**config.mk**
```make
export PLATFORM = sky130hd
export DESIGN_NAME = ffca_free_cell
export DESIGN_NICKNAME = d
export VERILOG_FILES = /design/src/hw/rtl/ffca_pkg.sv /design/src/hw/rtl/ffca_free_cell.sv
export SDC_FILE = /design/constraint.sdc
export NUM_CORES = 1
export LEC_CHECK = 0
export BUFFER_PORTS_ARGS = -buffer_cell sky130_fd_sc_hd__buf_2
export CAP_MARGIN = 30
export CORE_AREA = 4 4 80 82
export CTS_CLUSTER_SIZE = 24
export DETAILED_ROUTE_END_ITERATION = 8
export DIE_AREA = 0 0 84 86
export PLACE_DENSITY = 0.79
export SYNTH_ARGS = -nofsm -noshare
export SYNTH_HDL_FRONTEND = slang
export SYNTH_SLANG_ARGS = --single-unit
export TNS_END_PERCENT = 1
```
**constraint.sdc**
```tcl
create_clock -name clk -period 1.4 [get_ports clk]
set_input_delay 0.14 -clock clk [delete_from_list [all_inputs] [get_ports clk]]
set_output_delay 0.14 -clock clk [all_outputs]
set_load 0.005 [all_outputs]
```
**src/hw/rtl/ffca_pkg.sv**
```systemverilog
// Package: constants, types and codes of the first-fit allocator
`timescale 1ns / 1ps
package ffca_pkg;

    localparam int ADDR_BITS    = 24;
    localparam int SIZE_BITS    = ADDR_BITS + 1;
    localparam int WIDE_BITS    = SIZE_BITS + 1;
    localparam int CFG_BITS     = 25;
    localparam int CTR_BITS     = 32;
    localparam int HEADER_BYTES = 8;
    localparam int ALIGN_BYTES  = 8;
    localparam int MAX_BLOCKS   = 32;
    localparam int USED_DEPTH   = MAX_BLOCKS;
    localparam int FREE_DEPTH   = MAX_BLOCKS + 1;
    localparam int SLOT_BITS    = $clog2(USED_DEPTH);
    localparam int CNT_BITS     = $clog2(FREE_DEPTH + 1);
    localparam int SPLIT_MIN    = 2 * HEADER_BYTES;
    localparam int HEAP_RESET   = 1048576;
    localparam int HEAP_MAX     = 1 << ADDR_BITS;

    typedef enum logic [2:0] {
        STATUS_OK        = 3'd0,
        STATUS_BAD_SIZE  = 3'd1,
        STATUS_NO_FIT    = 3'd2,
        STATUS_NOT_ALLOC = 3'd3,
        STATUS_FULL      = 3'd4
    } status_t;

    typedef enum logic {
        KIND_ALLOC = 1'b0,
        KIND_FREE  = 1'b1
    } kind_t;

    typedef enum logic [2:0] {
        ST_INIT,
        ST_IDLE,
        ST_PASS_A,
        ST_PASS_B,
        ST_PASS_C,
        ST_DONE
    } state_t;

    // one segment held in a cell
    typedef struct packed {
        logic                 valid;
        logic [ADDR_BITS-1:0] start;
        logic [SIZE_BITS-1:0] size;
    } seg_t;

    // control broadcast to a row of cells
    typedef struct packed {
        logic shift;
        logic init;
    } cell_ctl_t;

endpackage

```
**src/hw/rtl/ffca_free_cell.sv**
```systemverilog
// Free-segment cell: one entry of the address-ordered free ring
`timescale 1ns / 1ps
module ffca_free_cell (
    input  logic                clk,
    input  logic                rst_n,
    input  ffca_pkg::cell_ctl_t ctl,
    input  ffca_pkg::seg_t      init_seg,
    input  ffca_pkg::seg_t      d,
    output ffca_pkg::seg_t      q
);
    import ffca_pkg::*;

    logic                 valid_reg;
    logic [ADDR_BITS-1:0] start_reg;
    logic [SIZE_BITS-1:0] size_reg;

    always_ff @(posedge clk or negedge rst_n)
    begin
        if (!rst_n)
        begin
            valid_reg <= 1'b0;
        end
        else if (ctl.init)
        begin
            valid_reg <= init_seg.valid;
        end
        else if (ctl.shift)
        begin
            valid_reg <= d.valid;
        end
    end

    always_ff @(posedge clk)
    begin
        if (ctl.init)
        begin
            start_reg <= init_seg.start;
            size_reg  <= init_seg.size;
        end
        else if (ctl.shift)
        begin
            start_reg <= d.start;
            size_reg  <= d.size;
        end
    end

    assign q = '{valid: valid_reg, start: start_reg, size: size_reg};

endmodule

```
# --- After elaboration in Yosys (flattened, before gate mapping) ---
# Cells that the tools add are included.
classes:
  mux: 6
  reduce_logical: 1
ops:
  columns: ["op", "n"]
  rows:
  - ["25-bit two-way mux", 2]
  - ["24-bit two-way mux", 2]
  - ["1-bit two-way mux", 2]
  - ["2-bit nonzero test", 1]
totals:
  ff_bits: 50
  inputBits: 104
  output_inout_bits: 50
  wordCells: 10

# --- Logic depth before layout (Yosys ltp) ---
logic_depth:
  word_depth: 2
  ltp_mapped: 4
  ltp_nobuf: 2

# --- Least setup slack after synthesis ---
# No wires, ideal clock.
synth_timing:
  path_kind: "input-to-reg"
  start: "input port ctl[0] (netlist name)"
  end: "register size_reg[0] (enable)"
  setup_time_ns: 0.385
  t_arrival_ns: 1.101
  required_time_ns: 1.015
  path_slack_ns: -0.086
  stages: 3
  path_buffers: 2
  cell_sequence: "buf_6 > buf_8 > or2_2"
synth_via:
  elab_chain_cells: 1
synth_lines:
  columns: ["item", "line", "rtl"]
  rows:
  - ["start, declared", "ffca_free_cell.sv:6", "input ffca_pkg::cell_ctl_t ctl,"]
  - ["2-bit nonzero test (no source line)", null, null]
  - ["end signal, assigned", "ffca_free_cell.sv:38", "size_reg <= init_seg.size;"]
  - ["end signal, assigned", "ffca_free_cell.sv:43", "size_reg <= d.size;"]
  - ["end, declared", "ffca_free_cell.sv:15", "logic [SIZE_BITS-1:0] size_reg;"]
# Every way passes these cells.
# A chain may end at the register's enable or synchronous reset.

# --- Worst setup path in the final report ---
layout_timing:
  start: "register start_reg[21]"
  end: "output port q[46] (netlist name)"
layout_lines:
  columns: ["item", "line", "rtl"]
  rows:
  - ["start, declared", "ffca_free_cell.sv:14", "logic [ADDR_BITS-1:0] start_reg;"]
  - ["start signal, assigned", "ffca_free_cell.sv:37", "start_reg <= init_seg.start;"]
  - ["start signal, assigned", "ffca_free_cell.sv:42", "start_reg <= d.start;"]
  - ["end, declared", "ffca_free_cell.sv:9", "output ffca_pkg::seg_t q"]
# No word-level cell between the ends.

==> run_results.csv <==
group,metric,value,unit
sta,tns,0,ps
pwr,clockPowerShare,0.284,
synthesis,ys_types,12,
synthesis,ys_seq_area_frac,0.633,
sta,skew,0,ps
route,vias,1557,
clock_network,post-cts-setup-buffer-count,0,
clock_network,numCtsBuffers,5,
route,ant_nets,0,
pwr,pwr-share-seq,0.537,
layout,fin_nets,372,
pwr,comb_power_share,0.180,
place,numPortBuffers,153,
status,status,"finished, final reports clean",
floorplan,die_height,86,µm
floorplan,dieArea,0.00722,mm²
global_routing,antenna_found_initial,0,
sta,layout_min_cycle_time,977,ps
layout,num_antenna_cells,0,
synthesis,syn-num-nets,214,
floorplan,fp.dieW,84,µm
flow_run,maxCapViolations,0,
floorplan,num_rows,28,
synthesis,synth_common_cells,"edfxtp_1 (49), mux2_4 (47), buf_12 (4), mux2_2 (2)",
clock_network,clock-sinks,50,
sta,period_share,0.698,
sta,max_slew_margin,0.564,
critical_path,cp_max_fo,1,
pwr,ir_drop,0.470,mV
pwr,p_leak,1.61,nW
critical_path,cp-end-kind,"primary output",
pwr,intPower,2.75,mW
layout,largest_reg_flops,25,
global_routing,grt_max_degree,50,
synthesis,ys_warn_count,0,
sta,maxSlewViolCount,0,
global_routing,use_met2,0.251,
clock_network,tritoncts,"yes",
place,hpwl,4.35,mm
layout,stdcell_count,344,
sta,tightest_slew,654,ps
synthesis,synth_top_area_cell,"edfxtp_1",
synthesis,yosys.area.top_type_share,0.623,
layout,drive_gt1_frac,0.796,
critical_path,path_buf_inv,1,
sta,grt_setup_unrepaired,"no",
global_routing,grtUsageMet3,0.0701,
floorplan,num_io_pins,154,
global_routing,first_global_vias,1574,
global_routing,overflow,0,
global_routing,grt_pass1_wl,8.07,mm
route,drt-total-wl,5.44,mm
critical_path,arrival,840,ps
pwr,switching_share,0.209,
floorplan,start_util,0.411,
critical_path,critPathMaxStageDelay,390,ps
clock_network,clock_path_buffers,2,
synthesis,synth_seq_cells,50,
global_routing,use_met1,0.161,
sta,hold_viol,0,
synthesis,avgSynthCellArea,21.5,µm²
clock_network,cts-root-buf,"clkbuf_8",
place,dpl-instance-area,0.00319,mm²
sta,layout_setup_ws,423,ps
sta,hold_ws,55.5,ps
synthesis,synthArstFlopShare,0.0200,
synthesis,ys_top_cells_by_area,"edfxtp_1 (62%), mux2_4 (30%), buf_12 (3.4%)",
critical_path,worstSetupPathType,"reg2out",
place,globalplace.congestion,0.749,
route,drt_iter0_drc,58,
route,first_pass_iters,2,
pwr,p_sw,0.728,mW
clock_network,cts.clk_slew.worst_paths,90,ps
synthesis,yosysMostFrequentCell,"edfxtp_1",
synthesis,synth_cells,110,
synthesis,synthFlopType,"edfxtp_1",
place,dp_cells,335,
clock_network,clock_latency,290,ps
route,vias_per_cell,4.53,
route,remaining_drc_errors,0,
place,dp_slack,149,ps
sta,setup_viol,0,
layout,fin_area,0.00331,mm²
floorplan,fp.coreArea,0.00575,mm²
global_routing,grt_usage,0.145,
critical_path,critical-path-top-delay-family,"flip-flops",
synthesis,synth_edf_count,49,
synthesis,synth_area,0.00236,mm²
layout,area_growth,40.1,%
pwr,p_per_area,1050,mW/mm²
critical_path,slowest_stage,"edfxtp_1",
clock_network,cts-htree-levels,2,
sta,fmax,1020,MHz
critical_path,cp_cell_sequence,"buf_2",
hold_path,hold_class,"in2reg",
route,wl_per_cell,15.8,µm
critical_path,cp.required,1260,ps
global_routing,top_usage_layer,"met2",
critical_path,worstSetupStartpointType,"flip-flop",
logic make-up (layout without fill, tap and decap cells):
logic type	Yosys count	count (layout)	synth area share
AND/OR/NAND/NOR	2	2	0.00424
AO/OA/AOI/OAI	1	1	0.00212
buffers and inverters	7	166	0.0482
multiplexers	50	50	0.312
flip-flops	50	50	0.633
path summary, 6_finish.rpt:
kind / startpoint / to / slack [ps] / cells after the start
worst max-delay path: start_reg[21]$_DFFE_PP_ / q[46] / 420 / 1
worst min-delay path: init_seg[49] / valid_reg$_DFFE_PN0P_ / 60 / 3
worst max register to register: valid_reg$_DFFE_PN0P_ / valid_reg$_DFFE_PN0P_ / 690 / 2
worst min register to register: valid_reg$_DFFE_PN0P_ / valid_reg$_DFFE_PN0P_ / 600 / 2
max in group asynchronous: rst_n / valid_reg$_DFFE_PN0P_ / 1180 / 2
min in group asynchronous: rst_n / valid_reg$_DFFE_PN0P_ / 140 / 2
layer usage:
metal / up-vias / part of all wire
met2: 95 / 0.50
met1: 713 / 0.37
li1: 741 / -
met4: 0 / 0.013
met3: 8 / 0.12
met5: - / 0
layout make-up:
type                       count  area (µm²)
fill                         480        2430
sequential                    50        1500
timing repair buffer         158         856
multi-input combinational     53         756
tap                           75        93.8
clock buffer                   6        72.6
clock inverter                 2        37.5
layout by cell type, fill, tap and decap left out:
master / instances
mux2i_1: 1
or2_4: 1
clkbuf_8: 5
nand2_1: 1
bufinv_16: 1
dfrtp_1: 1
clkinvlp_4: 1
clkbuf_1: 1
buf_12: 4
mux2_2: 2
dlygate4sd3_1: 1
edfxtp_1: 49
mux2_4: 47
buf_2: 153
o21ai_0: 1
power groups by stage:
| stage | clock network (mW) | registers [mW] | logic (mW) |
|---|---|---|---|
| 2_1_floorplan | 0 | 1.93 | 0.272 |
| 3_3_place_gp | 0 | 1.90 | 0.623 |
| 3_5_place_dp | 0 | 1.90 | 0.634 |
| 4_1_cts | 1.02 | 1.87 | 0.639 |
| 5_1_grt | 1.08 | 1.89 | 0.676 |
| 6_report | 0.988 | 1.87 | 0.626 |
metrics by stage:
step / power, mW / util
2_1_floorplan: 2.20 / -
3_3_place_gp: 2.52 / 0.556
3_5_place_dp: 2.54 / 0.556
4_1_cts: 3.53 / 0.576
5_1_grt: 3.65 / 0.576
6_report: 3.48 / 0.576
repair_timing:
action / CTS / global route
hold buffers: 1 / 0
resized for setup: 0 / 0
endpoints found under the hold margin: 1 / 0
Power figures use the tool's default switching activity.
