## config.mk

```make
export PLATFORM = sky130hd
export DESIGN_NAME = ffca_used_cell
export DESIGN_NICKNAME = d
export VERILOG_FILES = /design/src/hw/rtl/ffca_pkg.sv /design/src/hw/rtl/ffca_used_cell.sv
export SDC_FILE = /design/constraint.sdc
export NUM_CORES = 1
export LEC_CHECK = 0
export ABC_AREA = 1
export BUFFER_PORTS_ARGS = -buffer_cell sky130_fd_sc_hd__buf_2
export CORE_ASPECT_RATIO = 0.7
export CORE_MARGIN = 5
export CORE_UTILIZATION = 45
export CTS_BUF_LIST = sky130_fd_sc_hd__clkbuf_4 sky130_fd_sc_hd__clkbuf_8
export CTS_CLUSTER_DIAMETER = 200
export DETAILED_ROUTE_END_ITERATION = 7
export GPL_TIMING_DRIVEN = 0
export PLACE_DENSITY_LB_ADDON = 0.05
export SETUP_SLACK_MARGIN = 0.3
export SLEW_MARGIN = 0
export SYNTH_ARGS = -nofsm -noshare
export SYNTH_HDL_FRONTEND = slang
export SYNTH_SLANG_ARGS = --single-unit
export TNS_END_PERCENT = 5
```

## constraint.sdc

```tcl
create_clock -name clk -period 0.9 [get_ports clk]
set_input_delay 0.135 -clock clk [delete_from_list [all_inputs] [get_ports clk]]
set_output_delay 0.135 -clock clk [all_outputs]
set_load 0.01 [all_outputs]
```

## src/hw/rtl/ffca_pkg.sv

```systemverilog
// Package: constants, types and codes of the first-fit allocator
`timescale 1ns / 1ps
package ffca_pkg;

    localparam int ADDR_BITS    = 24;
    localparam int SIZE_BITS    = ADDR_BITS + 1;
    localparam int WIDE_BITS    = SIZE_BITS + 1;
    localparam int CFG_BITS     = 25;
    localparam int CTR_BITS     = 32;
    localparam int HEADER_BYTES = 8;
    localparam int ALIGN_BYTES  = 8;
    localparam int MAX_BLOCKS   = 32;
    localparam int USED_DEPTH   = MAX_BLOCKS;
    localparam int FREE_DEPTH   = MAX_BLOCKS + 1;
    localparam int SLOT_BITS    = $clog2(USED_DEPTH);
    localparam int CNT_BITS     = $clog2(FREE_DEPTH + 1);
    localparam int SPLIT_MIN    = 2 * HEADER_BYTES;
    localparam int HEAP_RESET   = 1048576;
    localparam int HEAP_MAX     = 1 << ADDR_BITS;

    typedef enum logic [2:0] {
        STATUS_OK        = 3'd0,
        STATUS_BAD_SIZE  = 3'd1,
        STATUS_NO_FIT    = 3'd2,
        STATUS_NOT_ALLOC = 3'd3,
        STATUS_FULL      = 3'd4
    } status_t;

    typedef enum logic {
        KIND_ALLOC = 1'b0,
        KIND_FREE  = 1'b1
    } kind_t;

    typedef enum logic [2:0] {
        ST_INIT,
        ST_IDLE,
        ST_PASS_A,
        ST_PASS_B,
        ST_PASS_C,
        ST_DONE
    } state_t;

    // one segment held in a cell
    typedef struct packed {
        logic                 valid;
        logic [ADDR_BITS-1:0] start;
        logic [SIZE_BITS-1:0] size;
    } seg_t;

    // control broadcast to a row of cells
    typedef struct packed {
        logic shift;
        logic init;
    } cell_ctl_t;

endpackage

```

## src/hw/rtl/ffca_used_cell.sv

```systemverilog
// Used-block cell: one slot of the allocated-block ring
`timescale 1ns / 1ps
module ffca_used_cell (
    input  logic                clk,
    input  logic                rst_n,
    input  ffca_pkg::cell_ctl_t ctl,
    input  ffca_pkg::seg_t      d,
    output ffca_pkg::seg_t      q
);
    import ffca_pkg::*;

    logic                 valid_reg;
    logic [ADDR_BITS-1:0] start_reg;
    logic [SIZE_BITS-1:0] size_reg;

    always_ff @(posedge clk or negedge rst_n)
    begin
        if (!rst_n)
        begin
            valid_reg <= 1'b0;
        end
        else if (ctl.init)
        begin
            valid_reg <= 1'b0;
        end
        else if (ctl.shift)
        begin
            valid_reg <= d.valid;
        end
    end

    // payload only meaningful while valid
    always_ff @(posedge clk)
    begin
        if (ctl.shift && !ctl.init)
        begin
            start_reg <= d.start;
            size_reg  <= d.size;
        end
    end

    assign q = '{valid: valid_reg, start: start_reg, size: size_reg};

endmodule

```

# After elaboration in Yosys (flattened, before gate mapping)
# Index checks and enable logic that the tools add are counted.
# totals
output_inout_bits	50
inputBits	54
word_cells	8
register_bits	50
# op_classes
mux	2
reduce_logical	3
# ops
op	n
1-bit 2-to-1 mux	2
2-bit nonzero test	1
1-bit logical AND	1
1-bit zero test	1

# Depth between registers and ports, before layout
# Gate-level depths: netlist (run 1).
# logic_depth
ltp_word	2
mapped_depth	3
depth_no_buf	3

# Least setup slack after synthesis (run 1)
# No wires, ideal clock.
# synth_path
path_type	input to register
start	in ctl[1] in the netlist's numbering
end	reg size_reg[0] (enable)
path_stages	2
t_required_ns	0.443
path_slack_ns	-1.790
arrival_time_ns	2.233
n_path_buf	0
setup_ns	0.457
path_cell_list	inv_1 nor2_1
# synth_between
elab_chain_cells	1
# synth_lines
item	line_no	rtl
from (decl)	ffca_used_cell.sv:6	input ffca_pkg::cell_ctl_t ctl,
1-bit logical AND	ffca_used_cell.sv:35	if (ctl.shift && !ctl.init)
to (signal assigned)	ffca_used_cell.sv:38	size_reg <= d.size;
to (decl)	ffca_used_cell.sv:14	logic [SIZE_BITS-1:0] size_reg;
# No other way between the ends.
# A chain may end at the register's enable or synchronous reset.

# Worst setup path in the final report (run 1)
# layout_path
start	reg valid_reg
end	out q[49] in the netlist's numbering
# layout_lines
item	line_no	rtl
from (decl)	ffca_used_cell.sv:12	logic valid_reg;
from (signal assigned)	ffca_used_cell.sv:28	valid_reg <= d.valid;
to (decl)	ffca_used_cell.sv:8	output ffca_pkg::seg_t q
# No word-level cell between the ends.

==> results of run 1 <==
## path summary, 6_finish.rpt
kind | startpoint | end | slack, ns | depth (start not counted)
worst max register to register | valid_reg$_DFFE_PN0P_ | valid_reg$_DFFE_PN0P_ | 0.06 | 4
worst min-delay path | d[9] | size_reg[9]$_DFFE_PP_ | 0.02 | 1
max in group asynchronous | rst_n | valid_reg$_DFFE_PN0P_ | 0.67 | 2
worst max-delay path | valid_reg$_DFFE_PN0P_ | q[49] | -0.14 | 2
worst min register to register | valid_reg$_DFFE_PN0P_ | valid_reg$_DFFE_PN0P_ | 0.69 | 4
min in group asynchronous | rst_n | valid_reg$_DFFE_PN0P_ | 0.15 | 2
## Yosys cell counts
cell / instances / area (um2)
nand3_1: 1 / 5.00
edfxtp_1: 49 / 1470
buf_4: 1 / 7.51
nor2_1: 2 / 7.51
nand2_1: 2 / 7.51
inv_1: 2 / 7.51
dfrtp_1: 1 / 25.0
## cell usage in the layout, fill, tap and decap left out, drive strengths merged
cell / synthesis / routed
inv: 2 / 2
clkinv: 0 / 2
nand2: 2 / 2
buf: 1 / 109
clkbuf: 0 / 6
dlygate4sd3: 0 / 1
dfrtp: 1 / 1
nor2: 2 / 4
edfxtp: 49 / 49
nand3: 1 / 1
## power by group
group          switching [W]  internal (W)  total [W]
Sequential         0.0000325       0.00273    0.00276
Clock               0.000648      0.000565    0.00121
Combinational       0.000237      0.000228   0.000466
## critical path: cells and delay by family (launching register included)
family                 cells  cell delay, ns
buffers and inverters      2            0.23
DFF                        1            0.40
## cell type report
class | instances | area [um2] | share of cell area [%]
plain buffers | 1 | 11.3 | 0.483
repair buffers | 109 | 607 | 26.0
well taps | 47 | 58.8 | 2.52
clock buffers | 6 | 76.3 | 3.27
flip-flops and latches | 50 | 1500 | 64.1
inverters | 2 | 20.0 | 0.858
multi-input cells | 7 | 55.1 | 2.36
clock inverters | 2 | 8.76 | 0.375
## repair_timing
item	CTS	global route
buffers inserted	4	1
cloned	2	0
endpoints found under the hold margin	1	6
resized for setup	11	2
setup endpoints to repair	100	75
pin swaps	3	0
## routing by layer
layer	routed length, um	vias up	share of wire [%]	track usage (%)
li1	-	460	-	-
met1	1290	449	38	15.9
met2	1640	56	48	23.9
met3	448	2	13	8.10
met4	11	0	0.32	3.68
met5	0	-	0	0
## cell families (layout without fill, tap and decap cells)
| family | count (synthesis) | after routing | share of synthesized area [%] |
|---|---|---|---|
| and+or+nand+nor | 5 | 7 | 1.31 |
| DFF | 50 | 50 | 97.7 |
| buffers and inverters | 3 | 120 | 0.981 |
## per-stage QoR
stage / hold WS [ns] / cell area, um2 / setup WS [ns] / util [%] / setup TNS, ns
floorplan: -0.161 / 1550 / -0.392 / - / -19.18
global placement: -0.0905 / 2130 / -0.794 / 66.2 / -38.80
detailed placement: -0.0865 / 2130 / -0.875 / 66.2 / -42.72
CTS: 0.00868 / 2320 / -0.139 / 72.2 / -2.14
global route: -0.00389 / 2330 / -0.175 / 72.7 / -4.00
finish: 0.0184 / 2330 / -0.136 / 72.7 / -1.47
==> impl_metrics.yaml, run 1 <==
cts:
  worstSkewPairLatency_ns: 0.28
  cts_tree: "yes"
  postCtsHoldBufs: 1
  cts_made_buffers: 5
  root_buffer: "clkbuf_8"
  clk_path_buf_depth: 2
  path_clk_slew_ns: 0.08
  clock-sinks: 50
  ctsHtreeMaxLevel: 2
timing:
  tightest_slew_ns: 0.646
  final.setup.worst_slack_ns: -0.136
  period_needed_ns: 1.04
  fmax_ghz: 0.965
  slew_viol_final: 0
  clock_skew_ns: 0
  slew-limit-headroom_pct: 56.8
  rsz0062_at_grt: "yes"
  fin_crit_sh_pct: 115
  finalSetupViolCount: 50
  hold_violations: 0
final_layout:
  largest_reg_flops: 25
  nets: 230
  syn_to_final_growth_pct: 52.4
  drive_above_1_share_pct: 68.9
  fillCellCount: 218
  diodes: 0
  instances_no_fill: 224
worst_setup_path:
  required_ns: 0.76
  crit_path_end_kind: "primary output"
  cpPeakStageDelay_ns: 0.40
  worst_ep_arrival_time_ns: 0.90
  critPathKind: "reg -> out"
  cp_max_fo: 2
  crit_top_cell: "buf_6"
  path_cells: "buf_6 -> buf_6"
  cp-start-kind: "flip-flop"
  crit_slowest_cell: "dfrtp_1"
synth:
  syn-cell-area_um2: 1530
  synth.avg_cell_area_um2: 26.4
  yosys_warnings: 0
  synthCells: 58
  ys_ff_latch: 50
  seq_area_frac_synth_pct: 97.7
  synth.distinct_cells: 7
  synthesis.nets: 112
placed_design:
  place_hpwl_mm: 2.39
  port_buffers: 103
  gp_congestion: 0.650
  placedCellCount: 208
min_path:
  hold_path.class: "in -> reg"
floorplan:
  die_area_um2: 4690
  coreArea_um2: 3210
  die_w_um: 79.7
  rows: 17
  ioPinCount: 104
  start_util_pct: 47.7
  die_y_um: 58.8
grt:
  grt_max_degree: 25
  antenna_found_initial: 0
  grt_remaining_overflow: 0
  grt_first_pass_wirelength_mm: 4.93
  grt_usage_pct: 14.3
  grt_pass1_vias: 1024
detailed_routing:
  wl_per_cell_um: 15.2
  drc: 0
  drtIter0Drc: 78
  drt-total-wl_mm: 3.40
  drtAntennaViolNets: 0
  first_pass_iters: 4
  routed-via-count: 967
  vias_per_cell: 4.32
pwr:
  ir_drop_mv: 1.37
  power_w: 0.00444
  p_per_area_nw_per_um2: 1900
  p_leak_nw: 1.01
run:
  drv_cap: 0
run_status:
  status: "complete, but fails checks"
  violations: "setup timing"
Note: power is estimated with default switching activity, not from simulation.
==> run 2, diff against run 1 <==
Settings changed: CORE_UTILIZATION 45 to 42.
Clock period 0.9 ns to 1.1 ns, I/O delays scaled along.
==> run 2 against run 1 <==
  * Combinational power down 17%
  * Highest routed layer unchanged
  * Critical path depth unchanged
  * First-iteration DRC count down 46%
  * The run now ends clean
  * Sequential share of layout area down 0.48 points
  * Global-route usage down 1.7 points
  * Worst setup slack better by 0.17 ns
  * Clock power down 21%
  * Via count down 1.0%
==> impl_metrics.yaml, run 2 (synthesized netlist as in run 1, its figures left out) <==
pwr:
  intPower_w: 0.00286
  p_per_area_nw_per_um2: 1530
  clockPowerShare_pct: 26.5
  p_comb_share_pct: 10.7
  p_sw_share_pct: 20.8
  power_w: 0.00361
  p_leak_nw: 1.00
  ir_drop_mv: 1.05
  p_seq_share_pct: 62.8
  switchingPower_w: 0.000749
detailed_routing:
  drc: 0
  drtAntennaViolNets: 0
  first_pass_iters: 4
  wl_per_cell_um: 14.4
  routed-via-count: 957
  drtIter0Drc: 42
  vias_per_cell: 4.27
  drt-total-wl_mm: 3.22
cts:
  cts_tree: "yes"
  clk_path_buf_depth: 2
  root_buffer: "clkbuf_8"
  worstSkewPairLatency_ns: 0.28
  path_clk_slew_ns: 0.09
  ctsHtreeMaxLevel: 2
  clock-sinks: 50
  cts_made_buffers: 5
floorplan:
  coreArea_um2: 3510
  die_y_um: 60.5
  die_w_um: 82.2
  rows: 18
  start_util_pct: 43.6
  ioPinCount: 104
  die_area_um2: 4970
final_layout:
  diodes: 0
  final_common_cell: "buf_2"
  largest_reg_flops: 25
  mostFrequentLayoutCells: "buf_2 (90), edfxtp_1 (49), buf_6 (13)"
  final_area_um2: 2350
  syn_to_final_growth_pct: 53.5
  drive_above_1_share_pct: 66.1
  nets: 227
  instances_no_fill: 224
worst_setup_path:
  critPathKind: "reg -> out"
  crit_path_end_kind: "primary output"
  cp-start-kind: "flip-flop"
  required_ns: 0.94
  worstReg2RegStart: "valid_reg$_DFFE_PN0P_"
  worst-r2r-setup-slack_ns: 0.26
  r2r_end: "valid_reg$_DFFE_PN0P_"
  cp_max_fo: 2
  reg2reg_depth: 4
  worst_ep_arrival_time_ns: 0.90
placed_design:
  placedCellCount: 211
  port_buffers: 103
  place_area_um2: 2130
  gp_congestion: 0.648
  place_hpwl_mm: 2.28
grt:
  grt_pass1_vias: 949
  grt_first_pass_wirelength_mm: 4.41
  grt_usage_pct: 12.6
  grt_max_degree: 25
  antenna_found_initial: 0
  grt_remaining_overflow: 0
min_path:
  hold_path.class: "in -> reg"
  hp-start: "d[4]"
  hold_end: "size_reg[4]$_DFFE_PP_"
  min_path_cells: 1
timing:
  rsz0062_at_grt: "yes"
  period_needed_ns: 1.07
  slew_viol_final: 0
  clock_skew_ns: 0
  tightest_slew_ns: 0.645
  slew-limit-headroom_pct: 56.9
  fin_tns_setup_ns: 0
  finalSetupViolCount: 0
  fmax_ghz: 0.939
  hold_violations: 0
  fin_hold_ws_ns: 0.0428
  fin_crit_sh_pct: 96.9
run_status:
  status: "finished, final reports clean"
run:
  drv_cap: 0
## run 2: repair_timing
action / 4_1_cts / 5_1_grt
buffers inserted: 1 / 1
resized for setup: 3 / 19
endpoints found under the setup margin: 99 / 98
cloned: 2 / 0
hold endpoints to repair: 1 / 0
hold buffers: 1 / 0
pin swaps: 1 / 1
## run 2: worst max-delay path by stage
stage	cells after the start	slack (ns)	to	start
final	2	0.03	q[49]	valid_reg$_DFFE_PN0P_
after global routing	2	-0.01	q[49]	valid_reg$_DFFE_PN0P_
after CTS	2	0.02	q[49]	valid_reg$_DFFE_PN0P_
after detailed placement	3	-0.67	size_reg[5]$_DFFE_PP_	ctl[1]
after global placement	3	-0.64	size_reg[23]$_DFFE_PP_	ctl[1]
after floorplan	2	-0.22	size_reg[0]$_DFFE_PP_	ctl[1]
## run 2: critical path, stage by stage, from the launching register on
cell and delay [ns]:
dfrtp_1 0.39, buf_6 0.12, buf_6 0.11
## run 2: per-layer routing
metal	global-route usage, %	wire (um)	share of wire (%)
met1	12.8	1070	33
met2	22.1	1670	52
met3	7.27	475	15
met4	4.27	12	0.37
met5	0	0	0
## run 2: layout make-up
cell class                      instances  area, um2
Clock inverter                          3       11.3
Clock buffer                            5       68.8
Timing Repair Buffer                  106        631
Sequential cell                        50       1500
Tap cell                               50       62.6
Inverter                                2       20.0
Fill cell                             268       1160
Multi-Input combinational cell          7       50.0
Buffer                                  1       11.3
## run 2: metrics by stage
stage / setup slack [ns] / util [%]
6_report: 0.0345 / 66.9
5_1_grt: -0.0107 / 66.9
4_1_cts: 0.0237 / 64.2
3_5_place_dp: -0.675 / 60.6
3_3_place_gp: -0.637 / 60.6
2_1_floorplan: -0.222 / -
## run 2: power by group through the flow
stage | combinational (W) | sequential [W] | clock (W)
3_5_place_dp | 0.000332 | 0.00230 | 0
6_report | 0.000386 | 0.00226 | 0.000956
4_1_cts | 0.000354 | 0.00226 | 0.000990
2_1_floorplan | 0.0000377 | 0.00238 | 0
3_3_place_gp | 0.000325 | 0.00230 | 0
5_1_grt | 0.000420 | 0.00227 | 0.00110
==> run 3, diff against run 2 <==
Clock period 1.1 ns to 1.05 ns, I/O delays scaled along.
==> run 3 against run 2 <==
  * Cell area up 1.2%
  * Largest cell class unchanged
  * Worst setup slack worse by 0.043 ns
  * Die area unchanged
  * Combinational power up 8.3%
  * The run now ends with setup timing left
  * Sequential power up 5%
  * Critical endpoint unchanged
  * Flip-flop and latch count unchanged
  * Clock-buffer cell count unchanged
  * Sequential share of layout area down 0.77 points
  * Non-clock buffer count up 1
  * Clock power up 4.0%
  * Utilization up 0.82 points
==> impl_metrics.yaml, run 3 (synthesized netlist as in run 1, its figures left out) <==
run_status:
  status: "complete, but fails checks"
  violations: "setup timing"
floorplan:
  die_y_um: 60.5
  rows: 18
  die_w_um: 82.2
  die_area_um2: 4970
  ioPinCount: 104
  start_util_pct: 43.6
  coreArea_um2: 3510
worst_setup_path:
  worstReg2RegStart: "valid_reg$_DFFE_PN0P_"
  reg2reg_depth: 4
  cp-endpoint: "q[49]"
  worst-r2r-setup-slack_ns: 0.21
  critPathKind: "reg -> out"
  crit_path_end_kind: "primary output"
  worst_ep_arrival_time_ns: 0.90
  cp_max_fo: 2
  r2r_end: "valid_reg$_DFFE_PN0P_"
  required_ns: 0.89
  startpoint: "valid_reg$_DFFE_PN0P_"
  cp-start-kind: "flip-flop"
final_layout:
  diodes: 0
  syn_to_final_growth_pct: 55.4
  multi_input_area_um2: 50.0
  largest_reg_flops: 25
  seqCellArea_um2: 1500
  final_common_cell: "buf_2"
  fillCellCount: 264
  final_area_um2: 2380
  drive_above_1_share_pct: 66.3
  nets: 228
  mostFrequentLayoutCells: "buf_2 (90), edfxtp_1 (49), buf_6 (12)"
timing:
  fmax_ghz: 0.944
  final.setup.worst_slack_ns: -0.00898
  slew_viol_final: 0
  tightest_slew_ns: 0.658
  fin_crit_sh_pct: 101
  clock_skew_ns: 0
  fin_hold_ws_ns: 0.0384
  finalSetupViolCount: 1
  period_needed_ns: 1.06
  rsz0062_at_grt: "yes"
  hold_violations: 0
  slew-limit-headroom_pct: 56.1
cts:
  worstSkewPairLatency_ns: 0.28
  cts_made_buffers: 5
  ctsHtreeMaxLevel: 2
  clk_path_buf_depth: 2
  path_clk_slew_ns: 0.08
  root_buffer: "clkbuf_8"
  clock-sinks: 50
  cts_tree: "yes"
min_path:
  hold_path.class: "in -> reg"
  hp-start: "d[4]"
grt:
  grt_max_degree: 25
  grt_first_pass_wirelength_mm: 4.47
  grt_remaining_overflow: 0
  grt_usage_pct: 12.7
  antenna_found_initial: 0
  grt_pass1_vias: 953
detailed_routing:
  drtIter0Drc: 36
  wl_per_cell_um: 14.4
  first_pass_iters: 3
  drtAntennaViolNets: 0
  vias_per_cell: 4.29
  routed-via-count: 965
  drt-total-wl_mm: 3.24
  drc: 0
placed_design:
  port_buffers: 103
  place_area_um2: 2130
  place_hpwl_mm: 2.28
  gp_congestion: 0.648
pwr:
  ir_drop_mv: 1.09
  p_leak_nw: 1.01
  p_per_area_nw_per_um2: 1590
run:
  drv_cap: 0
-- run 3: changes by cell type in the layout (fill, tap and decap cells not counted), sizes merged --
cell and delta:
buf +1
-- run 3: per-stage QoR --
stage / utilization, % / power (W) / setup WS [ns] / cells / setup TNS, ns
2_1_floorplan: - / 0.00253 / -0.264 / 58 / -12.94
3_3_place_gp: 60.6 / 0.00275 / -0.679 / 211 / -33.20
3_5_place_dp: 60.6 / 0.00276 / -0.717 / 211 / -35.04
4_1_cts: 65.7 / 0.00380 / -0.0188 / 224 / -0.0188
5_1_grt: 67.7 / 0.00399 / -0.0532 / 225 / -0.0532
6_report: 67.7 / 0.00378 / -0.00898 / 225 / -0.00898
-- run 3: power by group --
group          internal (W)  switching [W]  leakage, nW
Sequential          0.00234      0.0000331        0.473
Combinational      0.000220       0.000198        0.500
Clock              0.000445       0.000549       0.0407
Total               0.00300       0.000779         1.01
-- run 3: what timing repair did --
item                                    in CTS  in global routing
resized for setup                           11                 11
setup buffers                                2                  1
endpoints found under the hold margin        1                  0
endpoints found under the setup margin      99                 75
cloned                                       2                  0
pin swaps                                    2                  1
hold buffers                                 1                  0
-- run 3: worst max-delay path, stage by stage (launching register included) --
cell and delay, ns:
dfrtp_1 0.39, buf_6 0.12, buf_6 0.11
-- run 3: area by class of cell --
type                       count  share of cell area (%)
sequential                    50                    62.9
clock buffer                   5                    2.89
clock inverter                 3                   0.473
timing repair buffer         107                    27.7
multi-input combinational      7                    2.10
inverter                       2                   0.841
buffer                         1                   0.473
tap                           50                    2.63
-- run 3: per-layer routing --
metal	wire length [um]	GRT usage (%)
met5	0	0
met1	1090	13.0
met2	1700	22.2
met4	12	4.27
met3	433	7.27
-- run 3: worst min-delay path by stage --
stage	end	slack (ns)	cells past startpoint
after floorplan	valid_reg$_DFFE_PN0P_	-0.14	0
after global placement	valid_reg$_DFFE_PN0P_	-0.07	1
after detailed placement	valid_reg$_DFFE_PN0P_	-0.07	1
after CTS	size_reg[3]$_DFFE_PP_	0.03	1
after global routing	start_reg[12]$_DFFE_PP_	0.01	1
final	size_reg[4]$_DFFE_PP_	0.04	1
